### config.mk
export PLATFORM = sky130hd
export DESIGN_NAME = tpgs_mul
export DESIGN_NICKNAME = d
export VERILOG_FILES = /design/src/design/tpgs_pkg.sv /design/src/design/tpgs_mul.sv
export SDC_FILE = /design/constraint.sdc
export NUM_CORES = 2
export LEC_CHECK = 0
export BUFFER_PORTS_ARGS = -buffer_cell sky130_fd_sc_hd__buf_2
export CORE_ASPECT_RATIO = 1.4
export CORE_MARGIN = 10
export CORE_UTILIZATION = 45
export DETAILED_ROUTE_END_ITERATION = 6
export MAX_ROUTING_LAYER = met4
export SLEW_MARGIN = 25
export SYNTH_ARGS = -nofsm -noshare
export SYNTH_HDL_FRONTEND = slang
export SYNTH_SLANG_ARGS = --single-unit
### constraint.sdc
create_clock -name clk -period 9.5 [get_ports clk]
set_input_delay 1.425 -clock clk [delete_from_list [all_inputs] [get_ports clk]]
set_output_delay 1.425 -clock clk [all_outputs]
set_load 0.02 [all_outputs]
### src/design/tpgs_pkg.sv
`default_nettype none
package tpgs_pkg;

	localparam int unsigned MAX_DOCS  = 64;
	localparam int unsigned TOPICS1   = 16;
	localparam int unsigned TOPICS2   = 16;
	localparam int unsigned VOCAB1    = 256;
	localparam int unsigned VOCAB2    = 256;
	localparam int unsigned MAX_LEVEL = 8;
	localparam int unsigned SLOTS     = 2 * MAX_LEVEL;

	localparam int unsigned DOC_DEPTH  = MAX_DOCS * TOPICS1 * TOPICS2;
	localparam int unsigned W1_DEPTH   = VOCAB1 * TOPICS1;
	localparam int unsigned W2_DEPTH   = VOCAB2 * TOPICS2;
	localparam int unsigned PATH_DEPTH = MAX_DOCS * SLOTS;
	localparam int unsigned WBUF_DEPTH = MAX_LEVEL * MAX_LEVEL;

	localparam int unsigned CNT_W   = 16;
	localparam int unsigned TOT_W   = 24;
	localparam int unsigned TOPIC_W = 4;
	localparam int unsigned WGT_W   = 48;
	localparam int unsigned QUO_W   = 17;
	localparam int unsigned MA_W    = 34;
	localparam int unsigned MB_W    = 32;
	localparam int unsigned MP_W    = MA_W + MB_W;

	localparam logic [QUO_W-1:0] ONE_Q16 = 17'h10000;

	typedef enum logic [2:0] {
		CMD_DOC_WR   = 3'd0,
		CMD_WORD1_WR = 3'd1,
		CMD_WORD2_WR = 3'd2,
		CMD_PATH_WR  = 3'd3,
		CMD_DRAW     = 3'd4
	} cmd_t;

	typedef enum logic [2:0] {
		REG_ALPHA_DOC   = 3'd0,
		REG_ALPHA_WORD1 = 3'd1,
		REG_ALPHA_WORD2 = 3'd2,
		REG_LEVEL1      = 3'd3,
		REG_LEVEL2      = 3'd4,
		REG_VOCAB1      = 3'd5,
		REG_VOCAB2      = 3'd6
	} reg_idx_t;

	function automatic logic [3:0] level_of(input logic [3:0] r);
		logic [3:0] l;
		if (r == 4'd0) begin
			l = 4'd1;
		end else if (r > 4'(MAX_LEVEL)) begin
			l = 4'(MAX_LEVEL);
		end else begin
			l = r;
		end
		return l;
	endfunction

endpackage
`default_nettype wire

### src/design/tpgs_mul.sv
`default_nettype none
module tpgs_mul import tpgs_pkg::*; (
	input  wire logic            clk,
	input  wire logic [MA_W-1:0] a,
	input  wire logic [MB_W-1:0] b,
	output logic      [MP_W-1:0] p
);

	always_ff @(posedge clk) begin
		p <= MP_W'(a) * MP_W'(b);
	end

endmodule
`default_nettype wire

Word-level counts from Yosys, hierarchy flattened
Cells that the tools add are included.

word-level totals
  register bits after elaboration = 66
  bits of input ports = 67
  output and inout bits = 66

cells by class
  multiply operators = 1

operator list
  kind                                            number
  34-bit by 32-bit multiplier with 66-bit output  1

Depth between registers and ports, before layout
  word-level depth = 1
  mapped depth = 29
  depth with buffers taken out = 27

Worst setup path after synthesis
OpenSTA, ideal clock, no wires.

  path kind = input-to-reg
  start = input port b[2]
  end = register p[65]
  path buffers = 2
  data arrival time = 8472 ps
  setup slack = 912 ps
  stages on the path = 26
  cells stage by stage = clkbuf_1 > clkbuf_1 > nand2_1 > fa_1 > inv_1 > fa_1 > inv_1 > fa_1 > fa_1 > inv_1 > fa_1 > inv_1 > fa_1 > inv_1 > fa_1 > fa_1 > ha_1 > a21oi_1 > o21ai_0 > nor2_1 > a31oi_1 > a21oi_1 > o41a_1 > o311ai_1 > or4_1 > and3_1

on the way
  word-level cells in the longest chain between the ends = 1

RTL lines
  item                                            line            text
  start, declared                                 tpgs_mul.sv:5   input wire logic [MB_W-1:0] b,
  34-bit by 32-bit multiplier with 66-bit output  tpgs_mul.sv:10  p <= MP_W'(a) * MP_W'(b);
  end signal, assigned                            tpgs_mul.sv:10
  end, declared                                   tpgs_mul.sv:6   output logic [MP_W-1:0] p

No other way between the ends.

Worst setup path after layout
  start = input port b[8]
  end = register p[60]

Same word-level chain as after synthesis.

==> flow_summary.json <==
{
  "global_route_wire_length_before_repair_um": 174700,
  "dpl-instance-area_sq_mm": 0.03818,
  "commonest_register_cell_after_synthesis": "dfxtp_1",
  "gp_routability_congestion": 0.9376,
  "grt_setup_unrepaired": "false",
  "detailroute.via_count": 26820,
  "maxCapViolCount": 0,
  "netlist_area_sq_mm": 0.03620,
  "synth-seq-cells": 66,
  "ctsRootBufferMaster": "clkbuf_16",
  "setup_viol_count_final": 0,
  "largest_register_ffs": 66,
  "synthAdderAreaFrac_pct": 62.03,
  "slew_headroom_pct": 23.40,
  "min_period_over_period_pct": 94.90,
  "setup-tns-final_ps": 0,
  "max_flop_register": "p",
  "die_area_sq_mm": 0.09235,
  "floorplan.die.width_um": 259.7,
  "grt_overflow_total": 0,
  "ctsHtreeMaxLevel": 3,
  "boundaryPins": 133,
  "ff_latch_area_sq_mm": 0.001321,
  "cts_tree": "built",
  "synth_seq_area_share_pct": 3.650,
  "crit_top_cell": "fa_1",
  "vias_in_the_first_global_route": 30670,
  "mostFrequentLayoutCell": "fa_1",
  "antenna_found_initial": 6,
  "cpPeakStageDelay_ps": 630,
  "cts_repair_resize_count": 0,
  "multi_input_area_sq_mm": 0.03049,
  "dp_hpwl_um": 94130,
  "core_region_area_sq_mm": 0.08003,
  "synth_fp_nets": 5277,
  "detail_route.vias_per_cell": 5.285,
  "synth-xor-area-share_pct": 1.524,
  "placement.io_buffers": 132,
  "postSynthCellCount": 3989,
  "route.antenna.remaining_nets": 0,
  "hold_path_class": "in2reg",
  "n_fill_cell": 7849,
  "final_hold_viol_count": 0,
  "clock_path_buffers": 2,
  "synth_enable_flop_cells": 0,
  "synthMuxAreaShare_pct": 0.02765,
  "most-common-layout-cells": "fa_1 (956), inv_1 (938), nand2_1 (670)",
  "clock-sinks": 66,
  "drive_gt1_share_pct": 6.432,
  "drt_total_wl_um": 111700,
  "num-nets-final": 5294,
  "die_span_in_y_um": 355.6,
  "crit_path_start_kind": "input port",
  "cell_with_the_largest_stage_delay_on_the_worst_path": "fa_1",
  "critPathRequiredTime_ps": 9760,
  "syn_area_per_cell_sq_um": 9.075,
  "max_freq_mhz": 110.9,
  "timing_worst_slew_pin_value_ps": 1134,
  "drt-wirelength-per-cell_um": 22.01,
  "holdBufCountCts": 0,
  "post-cts-setup-buffers": 0,
  "yosys.area.top_type": "fa_1",
  "cts_buffers": 9,
  "gr-usage-all-layers_pct": 25.87,
  "synthesis.yosys.warnings": 0,
  "slew_violations": 0,
  "finalCriticalPeriod_ps": 9016,
  "ys_types": 55,
  "worst_ep_arrival_time_ps": 9270,
  "final_std_cell_area_no_fill_sq_mm": 0.03850,
  "critical_path.endpoint_type": "flop",
  "synth-simple-area-share_pct": 16.74,
  "start_util_pct": 45.24,
  "length_of_the_first_detailed_routing_pass_in_iterations": 7,
  "compound_cell_area_share_of_the_yosys_netlist_pct": 3.906,
  "rows": 123,
  "cts.clk_slew.worst_paths_ps": 60,
  "asyncSetResetFlopFracSynth_pct": 0,
  "drc_errors": 0,
  "result_of_the_run": "completed",
  "drt_first_iter_violations": 1343,
  "cp_max_fo": 20,
  "path_cells": "buf_2 -> buf_4 -> and2_1 -> fa_1 -> fa_1 -> inv_1 -> fa_1 -> fa_1 -> inv_1 -> fa_1 -> fa_1 -> fa_1 -> fa_1 -> ha_1 -> nand2_1 -> nor2_1 -> nand2_1 -> nor3_1 -> a21oi_1 -> o41a_1 -> o41a_1 -> o21a_1 -> o311ai_1",
  "post-synth-top-area-fraction_pct": 52.87,
  "area.growth.synth_to_final_pct": 6.356,
  "path_class": "in2reg",
  "layout_top_registers": "p (66)",
  "largest_family_of_logic_cells_by_synthesized_area": "adder cells",
  "grt_start_max_net_pins": 35,
  "synth_area_leaders": "fa_1 (53%), inv_1 (9.7%), ha_1 (9.2%), and2_1 (8.2%), nand2_1 (6.9%)"
}
worst max-delay path: cells and delay by family:
family / cells / cell delay [ps]
and+or+nand+nor: 5 / 700
AOI/OAI and AO/OA: 5 / 1750
buffers and inverters: 4 / 880
adders and majority gates: 9 / 4500
area by class of cell:
cell class | instances | share of cell area [%]
well taps | 1062 | 3.451
flip-flops and latches | 66 | 3.432
clock inverters | 5 | 0.2015
inverters | 938 | 9.145
multi-input cells | 2755 | 79.19
diodes | 2 | 0.01300
clock buffers | 11 | 0.6304
repair buffers | 236 | 3.939
synth_stat cells (all sizes together) (2+ instances only):
cell	number
nand4	18
a221oi	2
nand3	14
and2	476
a2111oi	2
o41a	3
o2111ai	2
o21a	8
a21oi	77
xor2	24
xnor2	39
or3	2
o31ai	5
nand2	670
and4	4
o21ai	32
clkbuf	226
o41ai	2
nor2	33
dfxtp	66
a21boi	4
a21o	32
inv	938
o221a	3
o21bai	7
and3	7
a211oi	6
nor4	3
ha	265
o211ai	9
o311ai	4
a221o	2
nor2b	4
fa	956
buf	4
nor3	13
a311oi	2
a31oi	9
nand2b	6
or4	2
metrics by stage:
step	instances	utilization, %	hold slack, ps	worst slack [ps]
floorplan	3989	-	1552	912.2
global placement	5057	47.70	1843	284.6
detailed placement	5057	47.70	1843	208.9
CTS	5073	48.11	1527	556.4
global route	5075	48.11	1553	172.4
finish	5075	48.11	1534	484.1
routing by layer:
metal  part of all wire (%)  GRT usage, %  routed length [um]
met5                      0             -                   0
met4                    8.9         18.41                9928
met3                    3.7         2.366                4101
met2                     55         47.73               61740
met1                     32         24.93               35940
final timing paths:
path,slack (ps),cells after the start,startpoint,to
max,480,23,b[8],p[60]$_DFF_P_
min,1530,2,b[0],p[0]$_DFF_P_
logic make-up (layout without fill, tap and decap cells):
group           Yosys count  count (layout)
buf+inv                1168            1190
mux                       1               1
other cells               0               2
compound gates          217             217
xor+xnor                 63              63
fa+ha+maj              1221            1221
flops                    66              66
simple gates           1253            1253
Power is not shown: default switching activity piles up to over one toggle a cycle in this logic, so the estimate is an artifact.
