$ cat config.mk
export PLATFORM = sky130hd
export DESIGN_NAME = tpgs_div
export DESIGN_NICKNAME = d
export VERILOG_FILES = /design/src/design/tpgs_pkg.sv /design/src/design/tpgs_div.sv
export SDC_FILE = /design/constraint.sdc
export NUM_CORES = 1
export LEC_CHECK = 0
export ABC_AREA = 1
export ABC_CLOCK_PERIOD_IN_PS = 2680
export BUFFER_PORTS_ARGS = -buffer_cell sky130_fd_sc_hd__buf_2
export CORE_MARGIN = 2
export CORE_UTILIZATION = 60
export CTS_BUF_LIST = sky130_fd_sc_hd__clkbuf_8
export DETAILED_ROUTE_END_ITERATION = 10
export PLACE_DENSITY_LB_ADDON = 0.15
export SLEW_MARGIN = 30
export SYNTH_ARGS = -nofsm -noshare
export SYNTH_HDL_FRONTEND = slang
export SYNTH_SLANG_ARGS = --single-unit
$ cat constraint.sdc
create_clock -name clk -period 2.68 [get_ports clk]
set_input_delay 0.536 -clock clk [delete_from_list [all_inputs] [get_ports clk]]
set_output_delay 0.536 -clock clk [all_outputs]
set_load 0.05 [all_outputs]
$ cat src/design/tpgs_pkg.sv
`default_nettype none
package tpgs_pkg;

	localparam int unsigned MAX_DOCS  = 64;
	localparam int unsigned TOPICS1   = 16;
	localparam int unsigned TOPICS2   = 16;
	localparam int unsigned VOCAB1    = 256;
	localparam int unsigned VOCAB2    = 256;
	localparam int unsigned MAX_LEVEL = 8;
	localparam int unsigned SLOTS     = 2 * MAX_LEVEL;

	localparam int unsigned DOC_DEPTH  = MAX_DOCS * TOPICS1 * TOPICS2;
	localparam int unsigned W1_DEPTH   = VOCAB1 * TOPICS1;
	localparam int unsigned W2_DEPTH   = VOCAB2 * TOPICS2;
	localparam int unsigned PATH_DEPTH = MAX_DOCS * SLOTS;
	localparam int unsigned WBUF_DEPTH = MAX_LEVEL * MAX_LEVEL;

	localparam int unsigned CNT_W   = 16;
	localparam int unsigned TOT_W   = 24;
	localparam int unsigned TOPIC_W = 4;
	localparam int unsigned WGT_W   = 48;
	localparam int unsigned QUO_W   = 17;
	localparam int unsigned MA_W    = 34;
	localparam int unsigned MB_W    = 32;
	localparam int unsigned MP_W    = MA_W + MB_W;

	localparam logic [QUO_W-1:0] ONE_Q16 = 17'h10000;

	typedef enum logic [2:0] {
		CMD_DOC_WR   = 3'd0,
		CMD_WORD1_WR = 3'd1,
		CMD_WORD2_WR = 3'd2,
		CMD_PATH_WR  = 3'd3,
		CMD_DRAW     = 3'd4
	} cmd_t;

	typedef enum logic [2:0] {
		REG_ALPHA_DOC   = 3'd0,
		REG_ALPHA_WORD1 = 3'd1,
		REG_ALPHA_WORD2 = 3'd2,
		REG_LEVEL1      = 3'd3,
		REG_LEVEL2      = 3'd4,
		REG_VOCAB1      = 3'd5,
		REG_VOCAB2      = 3'd6
	} reg_idx_t;

	function automatic logic [3:0] level_of(input logic [3:0] r);
		logic [3:0] l;
		if (r == 4'd0) begin
			l = 4'd1;
		end else if (r > 4'(MAX_LEVEL)) begin
			l = 4'(MAX_LEVEL);
		end else begin
			l = r;
		end
		return l;
	endfunction

endpackage
`default_nettype wire

$ cat src/design/tpgs_div.sv
`default_nettype none
module tpgs_div import tpgs_pkg::*; (
	input  wire logic             clk,
	input  wire logic             arst_n,
	input  wire logic             start,
	input  wire logic [WGT_W-1:0] num,
	input  wire logic [WGT_W-1:0] den,
	output logic                  done,
	output logic      [QUO_W-1:0] quo
);

	logic [WGT_W-1:0] rem_q;
	logic [WGT_W-1:0] den_q;
	logic [4:0]       cnt_q;
	logic             run_q;
	logic [WGT_W:0]   r2;
	logic             ge;

	assign r2 = {rem_q, 1'b0};
	assign ge = r2 >= {1'b0, den_q};

	always_ff @(posedge clk or negedge arst_n) begin
		if (!arst_n) begin
			run_q <= 1'b0;
			done  <= 1'b0;
			cnt_q <= '0;
			rem_q <= '0;
			den_q <= '0;
			quo   <= '0;
		end else begin
			done <= 1'b0;
			if (start) begin
				den_q <= den;
				if (den == '0) begin
					quo  <= '0;
					done <= 1'b1;
				end else if (num >= den) begin
					quo  <= ONE_Q16;
					done <= 1'b1;
				end else begin
					rem_q <= num;
					quo   <= '0;
					cnt_q <= 5'd16;
					run_q <= 1'b1;
				end
			end else if (run_q) begin
				rem_q <= ge ? WGT_W'(r2 - {1'b0, den_q}) : WGT_W'(r2);
				quo   <= {quo[QUO_W-2:0], ge};
				cnt_q <= cnt_q - 5'd1;
				if (cnt_q == 5'd1) begin
					run_q <= 1'b0;
					done  <= 1'b1;
				end
			end
		end
	end

endmodule
`default_nettype wire

==> Word level (Yosys, flattened, before mapping) <==
Index checks and enable logic that the tools add are counted.
{ "word_totals": {"reg_bits": 120, "inputBits": 99, "wordCells": 40} }
{ "classes": {"addsub": 2, "order_cmp": 2, "eq_ne": 3, "muxes": 23, "n_reduce_logical": 4} }
{ "ops": {"columns": ["operator", "count"], "rows": [
  ["$mux 48", 5],
  ["$mux 17", 4],
  ["$ge 49x48->1", 1],
  ["$ge 48x48->1", 1],
  ["$logic_not 48->1", 1],
  ["$sub 48x48->48", 1],
  ["$mux 5", 4],
  ["$mux 1", 10],
  ["$eq 5x1->1 const B", 1],
  ["$sub 5x1->5 const B", 1],
  ["$ne 2x2->1 const B", 2],
  ["$reduce_and 3->1", 1],
  ["$reduce_and 2->1", 1],
  ["$reduce_bool 2->1", 1]
]} }

==> Longest topological paths before layout <==
Gate-level depths: netlist of run 1.
{ "depth": {"word_depth": 4, "mapped_depth": 20} }

==> Worst setup path before layout of run 1 <==
No wires, ideal clock.
{ "synth_path": {"kind": "in2reg", "startpoint": "input port den[35]", "endpoint": "register rem_q[19]", "setup_ns": 0.065, "arrival_ns": 2.133, "t_required_ns": 2.615, "setup_slack_ns": 0.482, "stages": 18, "path_cell_list": "inv_1 > ha_1 > nand2_1 > nor2_1 > and2_1 > nand2_1 > inv_2 > nand2_1 > nand2_1 > nor2_1 > nand3_1 > nand2_1 > nand3_2 > buf_6 > buf_4 > nor2_2 > nand2_1 > nand2_1"} }
{ "synth_between": {"elab_chain_cells": 3, "word_cells_on_any_way": 5, "classes_between": "1 x order compare; 2 x eq/ne; 2 x reduce/logical"} }
{ "synth_rtl": {"columns": ["item", "line_no", "source"], "rows": [
  ["start, declared", "tpgs_div.sv:7", "input wire logic [WGT_W-1:0] den,"],
  ["$ge 48x48->1 / $logic_not 48->1 (equally long branches)", "tpgs_div.sv:37, tpgs_div.sv:34", null],
  ["$ne 2x2->1 (no source line)", null, null],
  ["$reduce_and 3->1 (no source line) *", null, null],
  ["end signal, assigned", "tpgs_div.sv:41", "rem_q <= num;"],
  ["end signal, assigned", "tpgs_div.sv:47", "rem_q <= ge ? WGT_W'(r2 - {1'b0, den_q}) : WGT_W'(r2);"],
  ["end, declared", "tpgs_div.sv:12", "logic [WGT_W-1:0] rem_q;"]
]} }
Every way passes the cells marked *; elsewhere a longest branch is shown, timed or not.
A chain may end at the register's enable or synchronous reset.

==> Worst setup path in the final report of run 1 <==
{ "layout_path": {"startpoint": "register rem_q[33]", "endpoint": "register rem_q[27]"} }
{ "layout_between": {"elab_chain_cells": 4} }
{ "layout_rtl": {"columns": ["item", "line_no", "source"], "rows": [
  ["$ge 49x48->1", "tpgs_div.sv:20", "assign ge = r2 >= {1'b0, den_q};"],
  ["$mux 48", "tpgs_div.sv:47", null],
  ["$mux 48", "tpgs_div.sv:46", "end else if (run_q) begin"],
  ["$mux 48", "tpgs_div.sv:32", "if (start) begin"]
]} }
Every way passes these cells. The select of a mux whose other input is x is not followed.

==> results of run 1 <==
==> per-layer routing <==
layer / up-vias / routed length, um / track usage (%)
li1: 6089 / - / -
met1: 5618 / 16500 / 53.2
met2: 536 / 15700 / 56.1
met3: 65 / 3570 / 7.20
met4: 0 / 1010 / 11.7
met5: - / 0 / 0
==> layout make-up <==
| class | count | area, um2 | share of cell area, % |
|---|---|---|---|
| clock inverter | 14 | 151 | 1.16 |
| multi-input combinational | 1365 | 7010 | 53.8 |
| clock buffer | 17 | 234 | 1.80 |
| sequential | 120 | 3000 | 23.1 |
| timing repair buffer | 159 | 1060 | 8.14 |
| inverter | 340 | 1280 | 9.80 |
| tap | 234 | 293 | 2.25 |
==> power by group <==
part           switching [mW]  internal (mW)
Sequential              0.440           2.31
Clock                   0.876          0.830
Combinational            5.92           3.18
==> cell usage after synthesis <==
cell	n	area [um2]
nand2_1	673	2530
inv_1	332	1250
nor2_1	198	743
dfrtp_1	120	3000
ha_1	98	1230
nand3_1	96	480
nand4_1	70	438
o21ai_0	58	290
a21oi_1	46	230
xor2_1	25	219
clkbuf_1	19	71.3
nand3b_1	16	120
o22ai_1	16	100
buf_2	14	70.1
nor3_1	11	55.1
nand2_2	10	62.6
nor2_2	10	62.6
buf_4	9	67.6
o21bai_1	8	60.1
buf_6	6	67.6
buf_1	5	18.8
inv_2	5	18.8
nor4_1	5	31.3
o21a_1	4	30.0
and2_1	3	18.8
clkinv_1	3	11.3
nand3_2	3	30.0
a21o_1	2	15.0
a21oi_2	2	17.5
nor2_4	2	22.5
or2_2	2	12.5
xnor2_1	2	17.5
a22o_1	1	8.76
fa_1	1	20.0
nor3_2	1	10.0
o211ai_1	1	7.51
o21ai_1	1	5.00
==> timing repair <==
action                                  in CTS  in global routing
endpoints found under the setup margin       0                 48
resized for setup                            0                 38
buffers inserted                             0                  2
hold buffers                                 1                  0
endpoints found under the hold margin       22                  0
==> worst register-to-register path, delay by kind of cell (launching register included) <==
family / cells / cell delay [ns]
adders and majority gates: 1 / 0.39
DFF: 1 / 0.43
and+or+nand+nor: 9 / 1.01
AOI/OAI and AO/OA: 1 / 0.18
buffers and inverters: 5 / 0.47
==> logic make-up after synthesis <==
kind of cell	share of synthesized area (%)
and+or+nand+nor	40.3
buffers and inverters	13.7
AOI/OAI and AO/OA	6.69
DFF	26.3
adders and majority gates	10.9
xor gates and xnor gates	2.07
==> metrics by stage <==
stage          area (um2)  utilization [%]
6_report            13000             69.6
5_1_grt             13000             69.6
4_1_cts             12800             68.3
3_5_place_dp        12400             66.2
3_3_place_gp        12400             66.2
2_1_floorplan       11400                -
==> registers in the layout, indices dropped and copies added (netlist names) <==
name / cells
quo: 17
done: 1
rem_q: 48
cnt_q: 5
den_q: 48
run_q: 1
==> how the worst max path moves through the flow <==
stage	startpoint	end	cells past startpoint
global route	den_q[30]$_DFFE_PN0P_	rem_q[4]$_DFFE_PN0P_	17
floorplan	den[35]	rem_q[19]$_DFFE_PN0P_	18
global placement	den[23]	rem_q[44]$_DFFE_PN0P_	15
finish	rem_q[33]$_DFFE_PN0P_	rem_q[27]$_DFFE_PN0P_	16
detailed placement	den[23]	rem_q[14]$_DFFE_PN0P_	15
CTS	rem_q[28]$_DFFE_PN0P_	rem_q[32]$_DFFE_PN0P_	13
==> results.ini, run 1 <==
[floorplanning]
die_height_um=142
die_w_um=142
start_util_pct=61.1
coreArea_um2=18700
ios=117
rows=50
die_area_um2=20200

[cts]
cts_buffers=17
cts_root_buf=clkbuf_8
ctsHtreeMaxLevel=4
clk_pin_slew_ns=0.09
cts_tree=done
clk_path_buf_depth=2
clock_sinks=120
clk_latency_ns=0.46

[worst_setup_path]
worst_setup_path_start_kind=register
end_kind=register
reg2reg_from=rem_q[33]$_DFFE_PN0P_
r2r_end=rem_q[27]$_DFFE_PN0P_
worst_ep_required_time_ns=3.02
crit_path_max_incr_delay_ns=0.43
r2r_slack_ns=0.08
crit_buf_inv=5
r2r_cells=16
cpMostUsedCell=nand2_1
cp_slowest_cell=dfrtp_1
critical_path.max_fanout=6
crit_chain=ha_1 -> nand2_1 -> inv_1 -> nand2_1 -> inv_1 -> nand2_1 -> inv_1 -> nand2_1 -> inv_1 -> a21oi_4 -> nand3_4 -> buf_12 -> nand2_1 -> nand3_1 -> nand2_1 -> nand2_1
arrival_ns=2.94
cp_top_family=simple AND/OR/NAND/NOR gates
worstSetupPathType=register to register

[global_routing]
grt_max_degree=95
grt_pass1_wl_um=58300
antenna_found_initial=1
grt.total_usage_pct=36.9
grt_pass1_vias=11500
gr-total-overflow=0

[timing]
setup_slack_ns=0.0779
max-slew-margin-rel_pct=70.1
hold_viol_final=0
fin_crit_sh_pct=97.1
final.min_clock_period_ns=2.60
tightest_slew_ns=0.445
setup_viol_count_final=0
hold_slack_ns=0.292
fmax_mhz=384
final_max_slew_viol_count=0
skew_ns=0.0145
tns_ns=0

[cells_and_area]
final_cells=2249
diodes=0
layout_common_cells=664 x nand2_1, 331 x inv_1, 197 x nor2_1
drive_gt1_share_pct=12.6
final_common_cell=nand2_1
fillers=1709
nets=2201
area_growth_pct=13.9

[hold_path]
hold-path-cell-count=3
min-delay-start=den[37]
hold_path_end=den_q[37]$_DFFE_PN0P_
hold_path_class=primary input to register

[synthesis]
synth.avg_cell_area_um2=6.09
syn-cell-area_um2=11400
ys_types=37
ys_ff_latch=120
yosys_warnings=0
ys_seq_area_share_pct=26.3
syn_nets=2076
syn_inst=1878

[routing]
routed_wl_um=36800
drc_errors=0
vias=12300
drt-initial-drc-count=1175
via_per_inst=5.47
drt-wirelength-per-cell_um=16.4
ant_nets=0
drt_first_pass_iters=5

[power]
finalPower_mw=13.6
vdd_drop_max_mv=0.887
leakagePower_nw=7.55
p_per_area_nw_per_um2=1040

[placement]
pre_cts_slack_ns=-0.0992
detailed_place_hpwl_um=28400
numPlacedInstances=2212
gp_congestion=0.977
port_buffers=116

[outcome]
outcome=complete, no violations

[flow_run]
drv_cap=0

Power figures use the tool's default switching activity.
==> run 2, diff against run 1 <==
Settings changed: ABC_CLOCK_PERIOD_IN_PS 2680 to 2750, RECOVER_POWER from default to 50.
Clock period 2.68 ns to 2.75 ns, I/O delays scaled along.
==> run 2 against run 1 <==
The flow now finishes with violations (max-capacitance violations, max-slew violations). Register-to-register slack improved by 0.03 ns. Flip-flop and latch count unchanged. Critical path depth shrank 1. Critical endpoint is now rem_q[32]$_DFFE_PN0P_. Largest power group unchanged.
==> results.ini, run 2 (synthesized netlist as in run 1, its figures left out) <==
[hold_path]
min-delay-start=den[4]  ; was den[37]
hold_path_class=primary input to register  ; unchanged
hold_path_end=den_q[4]$_DFFE_PN0P_  ; was den_q[37]$_DFFE_PN0P_
hold-path-cell-count=3  ; unchanged

[cells_and_area]
area_growth_pct=12.3  ; was 13.9%
nets=2195  ; was 2201
reg_top3=den_q (48), rem_q (48), quo (17)  ; unchanged
fillers=1670  ; was 1709
final_common_cell=nand2_1  ; unchanged
diodes=0  ; unchanged
final_cells=2244  ; was 2249
drive_gt1_share_pct=10.7  ; was 12.6%
layout_common_cells=673 x nand2_1, 333 x inv_1, 197 x nor2_1  ; was 664 x nand2_1, 331 x inv_1, 197 x nor2_1

[global_routing]
gr-total-overflow=0  ; unchanged
grt_pass1_vias=11300  ; was 11500
antenna_found_initial=0  ; was 1
grt_max_degree=54  ; was 95
grt.total_usage_pct=37.1  ; was 36.9%
grt_pass1_wl_um=58000  ; was 58300 um

[placement]
numPlacedInstances=2211  ; was 2212
gp_congestion=0.975  ; was 0.977
pre_cts_slack_ns=-0.211  ; was -0.0992 ns
detailed_place_hpwl_um=28700  ; was 28400 um
port_buffers=116  ; unchanged

[routing]
vias=12200  ; was 12300
drt_first_pass_iters=6  ; was 5
drc_errors=0  ; unchanged
drt-wirelength-per-cell_um=16.2  ; was 16.4 um
via_per_inst=5.45  ; was 5.47
drt-initial-drc-count=983  ; was 1175
routed_wl_um=36400  ; was 36800 um
ant_nets=0  ; unchanged

[floorplanning]
coreArea_um2=18700  ; unchanged
start_util_pct=61.1  ; unchanged
ios=117  ; unchanged
die_area_um2=20200  ; unchanged
die_height_um=142  ; unchanged
die_w_um=142  ; unchanged
rows=50  ; unchanged

[timing]
final_max_slew_viol_count=43  ; was 0
setup_viol_count_final=0  ; unchanged
fmax_mhz=372
setup_slack_ns=0.0652  ; was 0.0779 ns
final.min_clock_period_ns=2.68
skew_ns=0.0169  ; was 0.0145 ns
max-slew-margin-rel_pct=-10.6  ; was 70.1%
hold_viol_final=0  ; unchanged
tightest_slew_ns=1.66  ; was 0.445 ns
fin_crit_sh_pct=97.6
rsz0062_at_grt=no

[power]
power_frac_clock_pct=13.4  ; was 12.6%
power_switching_mw=6.92  ; was 7.24 mW
combinationalPowerShare_pct=66.0  ; was 67.1%
seqPwrFrac_pct=20.7  ; was 20.3%
p_sw_share_pct=53.6  ; was 53.4%
leakagePower_nw=7.50  ; was 7.55 nW
vdd_drop_max_mv=0.569  ; was 0.887 mV
p_per_area_nw_per_um2=1010  ; was 1040 nW/um2
internal_power_mw=6.00  ; was 6.33 mW

[worst_setup_path]
r2r_cells=11  ; was 16
r2r_end=rem_q[2]$_DFFE_PN0P_  ; was rem_q[27]$_DFFE_PN0P_
worst_setup_path_start_kind=primary input  ; was register
end_kind=register  ; unchanged
worst_ep_required_time_ns=3.10  ; was 3.02 ns
arrival_ns=3.04  ; was 2.94 ns
reg2reg_from=rem_q[35]$_DFFE_PN0P_  ; was rem_q[33]$_DFFE_PN0P_
worstSetupPathType=primary input to register  ; was register to register
critical_path.max_fanout=32  ; was 6
r2r_slack_ns=0.11  ; was 0.08 ns

[outcome]
outcome=finished with violations  ; was complete, no violations
violations=max-capacitance violations, max-slew violations

[cts]
cts_root_buf=clkbuf_8  ; unchanged
clk_latency_ns=0.47  ; was 0.46 ns
clock_sinks=120  ; unchanged
ctsHtreeMaxLevel=4  ; unchanged
cts_buffers=17  ; unchanged
clk_path_buf_depth=2  ; unchanged
clk_pin_slew_ns=0.09  ; about the same
cts_tree=done  ; unchanged

[flow_run]
drv_cap=1  ; was 0

run 2: worst max-delay path by stage:
stage                                  endpoint  slack (ns)             startpoint  depth (start not counted)
after CTS                 rem_q[28]$_DFFE_PN0P_        0.07  rem_q[14]$_DFFE_PN0P_                         11
after global placement    rem_q[45]$_DFFE_PN0P_       -0.03                den[23]                         15
after global routing      rem_q[45]$_DFFE_PN0P_        0.03                den[23]                         15
after detailed placement  rem_q[47]$_DFFE_PN0P_       -0.21                den[23]                         15
after floorplan           rem_q[19]$_DFFE_PN0P_        0.54                den[35]                         18
final                     rem_q[32]$_DFFE_PN0P_        0.07                den[23]                         15
run 2: final cells by class:
type / instances / area, um2 / share of cell area (%)
Timing Repair Buffer: 153 / 981 / 7.64
Sequential cell: 120 / 3000 / 23.4
Clock buffer: 17 / 234 / 1.82
Tap cell: 234 / 293 / 2.28
Multi-Input combinational cell: 1365 / 6890 / 53.6
Clock inverter: 15 / 168 / 1.31
Inverter: 340 / 1280 / 9.93
run 2: layer usage:
layer	GRT usage, %	share of wire, %
met1	53.6	46
met2	56.3	42
met3	6.29	9.0
met4	12.6	3.2
met5	0	0
run 2: what timing repair did:
item | in CTS | in global routing
resized for setup | 0 | 4
endpoints found under the hold margin | 21 | 0
buffers inserted | 0 | 0
endpoints found under the setup margin | 0 | 48
hold buffers | 1 | 0
run 2: worst max-delay path: stages:
cell and delay [ns]:
buf_2 0.11, inv_1 0.08, ha_1 0.30, nand2_1 0.09, nor2_1 0.27, nand4_1 0.37
nor3_1 0.36, nand2_1 0.12, nand3_1 0.13, nand2_1 0.11, nand3_4 0.17, buf_12 0.20
nor2_1 0.07, nand2_1 0.07, nand2_1 0.05
run 2: per-stage QoR:
step                      cell area (um2)  hold WS (ns)  TNS, ns  util (%)  power (mW)
after floorplan                     11400         0.254        0         -        8.53
after global placement              12400         0.478   -0.494      66.5        10.8
after detailed placement            12400         0.481    -8.55      66.5        10.9
after CTS                           12800         0.291        0      68.7        12.7
after global routing                12800         0.315        0      68.7        14.0
final                               12800         0.307        0      68.7        12.9
run 2: power groups by stage:
stage / logic (mW) / clock network [mW] / registers (mW)
floorplan: 5.89 / 0 / 2.65
global placement: 8.15 / 0 / 2.65
detailed placement: 8.26 / 0 / 2.66
CTS: 8.33 / 1.74 / 2.64
global route: 9.48 / 1.80 / 2.71
finish: 8.52 / 1.73 / 2.67
==> run 3, diff against run 2 <==
Settings changed: ABC_AREA 1 to 0, PLACE_DENSITY from default to 0.82, PLACE_DENSITY_LB_ADDON 0.15 to default.
==> run 3 against run 2 <==
Synthesized cell count fell by 37%. Area after synthesis fell by 17%. The run now fails in 5_1_grt.
==> results.ini, run 3 <==
[placement]
detailed_place_hpwl_um=25300  ; was 28700 um
numPlacedInstances=1758  ; was 2211
port_buffers=116  ; unchanged
gp_congestion=1.04  ; was 0.975

[synthesis]
synth_top_area_cell=dfrtp_1  ; unchanged
ys_types=57  ; was 37
synth_top_area_share_pct=31.6  ; was 26.3%
synth.avg_cell_area_um2=8.05  ; was 6.09 um2
yosys_warnings=0  ; unchanged
synth_common_cells=137 x nand2_1, 120 x dfrtp_1, 113 x inv_1  ; was 673 x nand2_1, 332 x inv_1, 198 x nor2_1
synth_edf_count=0  ; unchanged
synthTopCellsByArea=dfrtp_1 32%, ha_1 13%, o21ai_0 5.6%  ; was dfrtp_1 26%, nand2_1 22%, inv_1 11%
synth.most_common_cell=nand2_1  ; unchanged
ys_seq_area_share_pct=31.6  ; was 26.3%
syn_inst=1181  ; was 1878
ys_ff_latch=120  ; unchanged
syn-cell-area_um2=9500  ; was 11400 um2
syn_nets=1379  ; was 2076
synthFlopType=dfrtp_1  ; unchanged
asyncSetResetFlopFracSynth_pct=100  ; unchanged

[floorplanning]
die_w_um=130  ; was 142 um
rows=46  ; was 50
die_height_um=130  ; was 142 um
ios=117  ; unchanged
start_util_pct=60.7  ; was 61.1%

[global_routing]
grt_max_degree=79
grt.total_usage_pct=74.5
gr-total-overflow=32

[timing]
grt-worst-endpoint=rem_q[46]$_DFFE_PN0P_/D
worst_endpoint_kind=sequential cell input

[cts]
clk_path_buf_depth=2  ; unchanged
clock_sinks=120  ; unchanged
ctsHoldBuffers=0  ; was 1
cts_root_buf=clkbuf_8  ; unchanged
ctsHtreeMaxLevel=4  ; unchanged
cts_buffers=17  ; unchanged

[outcome]
outcome=aborted with a tool error  ; was finished with violations
firstError=[ERROR GRT-0232] Routing congestion too high. Check the congestion heatmap in the GUI.
failed_stage=5_1_grt

-- run 3: cell types whose count changed after synthesis, moves of 29 or more --
cell	before	now
inv_1	332	113
nand3_1	96	23
nor2_1	198	78
nand4_1	70	22
a21o_1	2	31
nand2_1	673	137
o21ai_0	58	106
a21oi_1	46	104
-- run 3: repair_timing --
action | in CTS
setup buffers | 22
gates cloned | 4
hold endpoints to repair | 0
setup endpoints to repair | 50
pin swaps | 61
gates resized for setup | 137
-- run 3: kinds of logic after synthesis --
group	after synthesis	synth area share (%)
DFF	120	31.6
xor gates and xnor gates	46	4.24
and+or+nand+nor	359	17.6
adders and majority gates	99	13.1
AOI/OAI and AO/OA	362	23.8
muxes	22	2.32
buffers and inverters	173	7.36
-- run 3: layer usage --
metal | global-route usage, % | overflow
met1 | 74.2 | 0
met2 | 91.6 | 16
met3 | 56.6 | 0
met4 | 79.8 | 16
met5 | 17.1 | 0
-- run 3: per-stage QoR --
step | hold slack (ns) | cell area (um2) | util [%] | setup slack [ns]
floorplan | 0.254 | 9740 | - | -0.126
global placement | 0.500 | 12700 | 80.9 | -0.549
detailed placement | 0.506 | 12700 | 80.9 | -0.620
CTS | 0.112 | 13900 | 88.8 | -0.224
==> run 4, diff against run 3 <==
Settings changed: CORE_UTILIZATION 60 to 40, CTS_BUF_LIST sky130_fd_sc_hd__clkbuf_8 to default, PLACE_DENSITY 0.82 to default, PLACE_DENSITY_LB_ADDON from default to 0.15.
==> run 4 against run 3 <==
The flow now finishes, with violations (max-capacitance violations, max-slew violations, negative setup slack). Synthesized cell count did not move. Area after synthesis did not move.
==> results.ini, run 4 <==
[floorplanning]
ios=117  ; unchanged
rows=56  ; was 46
coreArea_um2=23400
die_area_um2=25000
die_height_um=158  ; was 130 um
start_util_pct=40.6  ; was 60.7%
die_w_um=158  ; was 130 um

[cts]
cts_root_buf=clkbuf_16  ; was clkbuf_8
cts_tree=done
clk_path_buf_depth=2  ; unchanged
clk_pin_slew_ns=0.07
clk_latency_ns=0.44
ctsHtreeMaxLevel=4  ; unchanged
cts_buffers=17  ; unchanged
clock_sinks=120  ; unchanged

[synthesis]
syn-cell-area_um2=9500  ; unchanged
synth_top_area_share_pct=31.6  ; unchanged
ys_ff_latch=120  ; unchanged
synthTopCellsByArea=dfrtp_1 32%, ha_1 13%, o21ai_0 5.6%  ; unchanged
syn_nets=1379  ; unchanged
ys_types=57  ; unchanged
synthFlopType=dfrtp_1  ; unchanged
synth.most_common_cell=nand2_1  ; unchanged
ys_seq_area_share_pct=31.6  ; unchanged
syn_inst=1181  ; unchanged
asyncSetResetFlopFracSynth_pct=100  ; unchanged
synth_edf_count=0  ; unchanged
synth_top_area_cell=dfrtp_1  ; unchanged
synth_common_cells=137 x nand2_1, 120 x dfrtp_1, 113 x inv_1  ; unchanged
synth.avg_cell_area_um2=8.05  ; unchanged
yosys_warnings=0  ; unchanged

[cells_and_area]
layout_common_cells=321 x buf_4, 122 x nand2_1, 120 x dfrtp_1
reg_top3=den_q (48), rem_q (48), quo (17)
nets=1805
drive_gt1_share_pct=41.1
fin_util_pct=62.8
final_common_cell=buf_4
area_growth_pct=54.6
diodes=0

[routing]
drt-wirelength-per-cell_um=18.4
vias=10500
drt-initial-drc-count=718
ant_nets=0
routed_wl_um=35700
drt_first_pass_iters=5
drc_errors=0
via_per_inst=5.41

[placement]
gp_congestion=0.935  ; was 1.04
port_buffers=116  ; unchanged
detailed_place_hpwl_um=25700  ; was 25300 um

[global_routing]
antenna_found_initial=0
grt_pass1_wl_um=52900
grt.total_usage_pct=27.6
grt_pass1_vias=10100
grt_max_degree=121
gr-total-overflow=0

[timing]
hold_viol_final=0
tightest_slew_ns=1.77
setup_slack_ns=-0.266
max-slew-margin-rel_pct=-17.8
fmax_mhz=332
skew_ns=0.0107
fin_crit_sh_pct=110
setup_viol_count_final=48
final.min_clock_period_ns=3.02
final_max_slew_viol_count=121
rsz0062_at_grt=yes
hold_slack_ns=0.347
tns_ns=-8.20

[worst_setup_path]
worstSetupPathType=register to register
worst_ep_required_time_ns=3.13
cp_slowest_cell=dfrtp_1
end_kind=register
cpMostUsedCell=o211ai_1
arrival_ns=3.40
crit_path_max_incr_delay_ns=0.42
critical_path.max_fanout=8
worst_setup_path_start_kind=register
crit_chain=ha_4 -> and4_1 -> and2_4 -> o211ai_1 -> a21oi_4 -> o2111ai_4 -> a31o_4 -> o21a_4 -> buf_6 -> clkbuf_16 -> o211ai_1 -> o221a_2

[power]
vdd_drop_max_mv=0.501
finalPower_mw=15.8
p_per_area_nw_per_um2=1070
leakagePower_nw=7.29

[outcome]
violations=max-capacitance violations, max-slew violations, negative setup slack
outcome=finished with violations  ; was aborted with a tool error

[hold_path]
hold_path_class=primary input to register

[flow_run]
drv_cap=1

## run 4: path summary, 6_finish.rpt
path / depth (start not counted) / startpoint / to / slack (ns)
setup reg to reg: 12 / rem_q[7]$_DFFE_PN0P_ / rem_q[9]$_DFFE_PN0P_ / -0.27
max in group asynchronous: 2 / arst_n / rem_q[6]$_DFFE_PN0P_ / 0.93
hold / removal: 3 / den[19] / den_q[19]$_DFFE_PN0P_ / 0.35
setup / recovery: 12 / rem_q[7]$_DFFE_PN0P_ / rem_q[9]$_DFFE_PN0P_ / -0.27
min in group asynchronous: 2 / arst_n / den_q[24]$_DFFE_PN0P_ / 0.68
hold reg to reg: 2 / cnt_q[4]$_DFFE_PN0P_ / cnt_q[4]$_DFFE_PN0P_ / 0.52
## run 4: final cells by class
type / count / area, um2
fill: 2061 / 8720
multi-input combinational: 888 / 6760
timing repair buffer: 467 / 3530
sequential: 120 / 3000
inverter: 113 / 432
clock buffer: 17 / 425
tap: 319 / 399
clock inverter: 15 / 144
## run 4: power breakdown
| part | internal [mW] | total (mW) | switching, mW |
|---|---|---|---|
| clock | 1.20 | 2.24 | 1.04 |
| sequential | 2.24 | 2.62 | 0.372 |
| combinational | 5.38 | 10.9 | 5.54 |
| total | 8.83 | 15.8 | 6.95 |
## run 4: logic make-up (layout without fill, tap and decap cells)
kind of cell	Yosys count	count (layout)	synth area share, %
AND/OR/NAND/NOR	359	359	17.6
XOR/XNOR	46	46	4.24
flip-flops	120	120	31.6
AO/OA/AOI/OAI	362	362	23.8
buffers and inverters	173	612	7.36
multiplexers	22	22	2.32
adder cells (fa/ha/maj)	99	99	13.1
## run 4: worst max-delay path: cells and delay by family (launching register included)
kind                     cells  cell delay [ns]
flip-flops                   1             0.42
buffers and inverters        2             0.30
AND/OR/NAND/NOR              2             0.36
AO/OA/AOI/OAI                7             1.56
adder cells (fa/ha/maj)      1             0.31
## run 4: layer usage
layer	vias to the layer above	share of wire [%]	GRT usage, %
li1	5049	-	-
met2	346	48	45.4
met4	0	2.7	9.57
met3	73	5.3	4.00
met5	-	0	0
met1	5030	44	37.1
## run 4: stage by stage
stage,cells,setup WS (ns),instance area (um2)
after floorplan,1181,-0.126,9740
after global routing,1939,-0.360,14700
after global placement,1870,-0.522,12900
after detailed placement,1870,-0.566,12900
after CTS,1912,-0.227,13900
final,1939,-0.266,14700
## run 4: what timing repair did
action	4_1_cts	5_1_grt
gates resized for setup	92	108
setup buffers	11	23
cloned	0	7
hold buffers	0	0
pin swaps	38	59
endpoints found under the setup margin	50	50
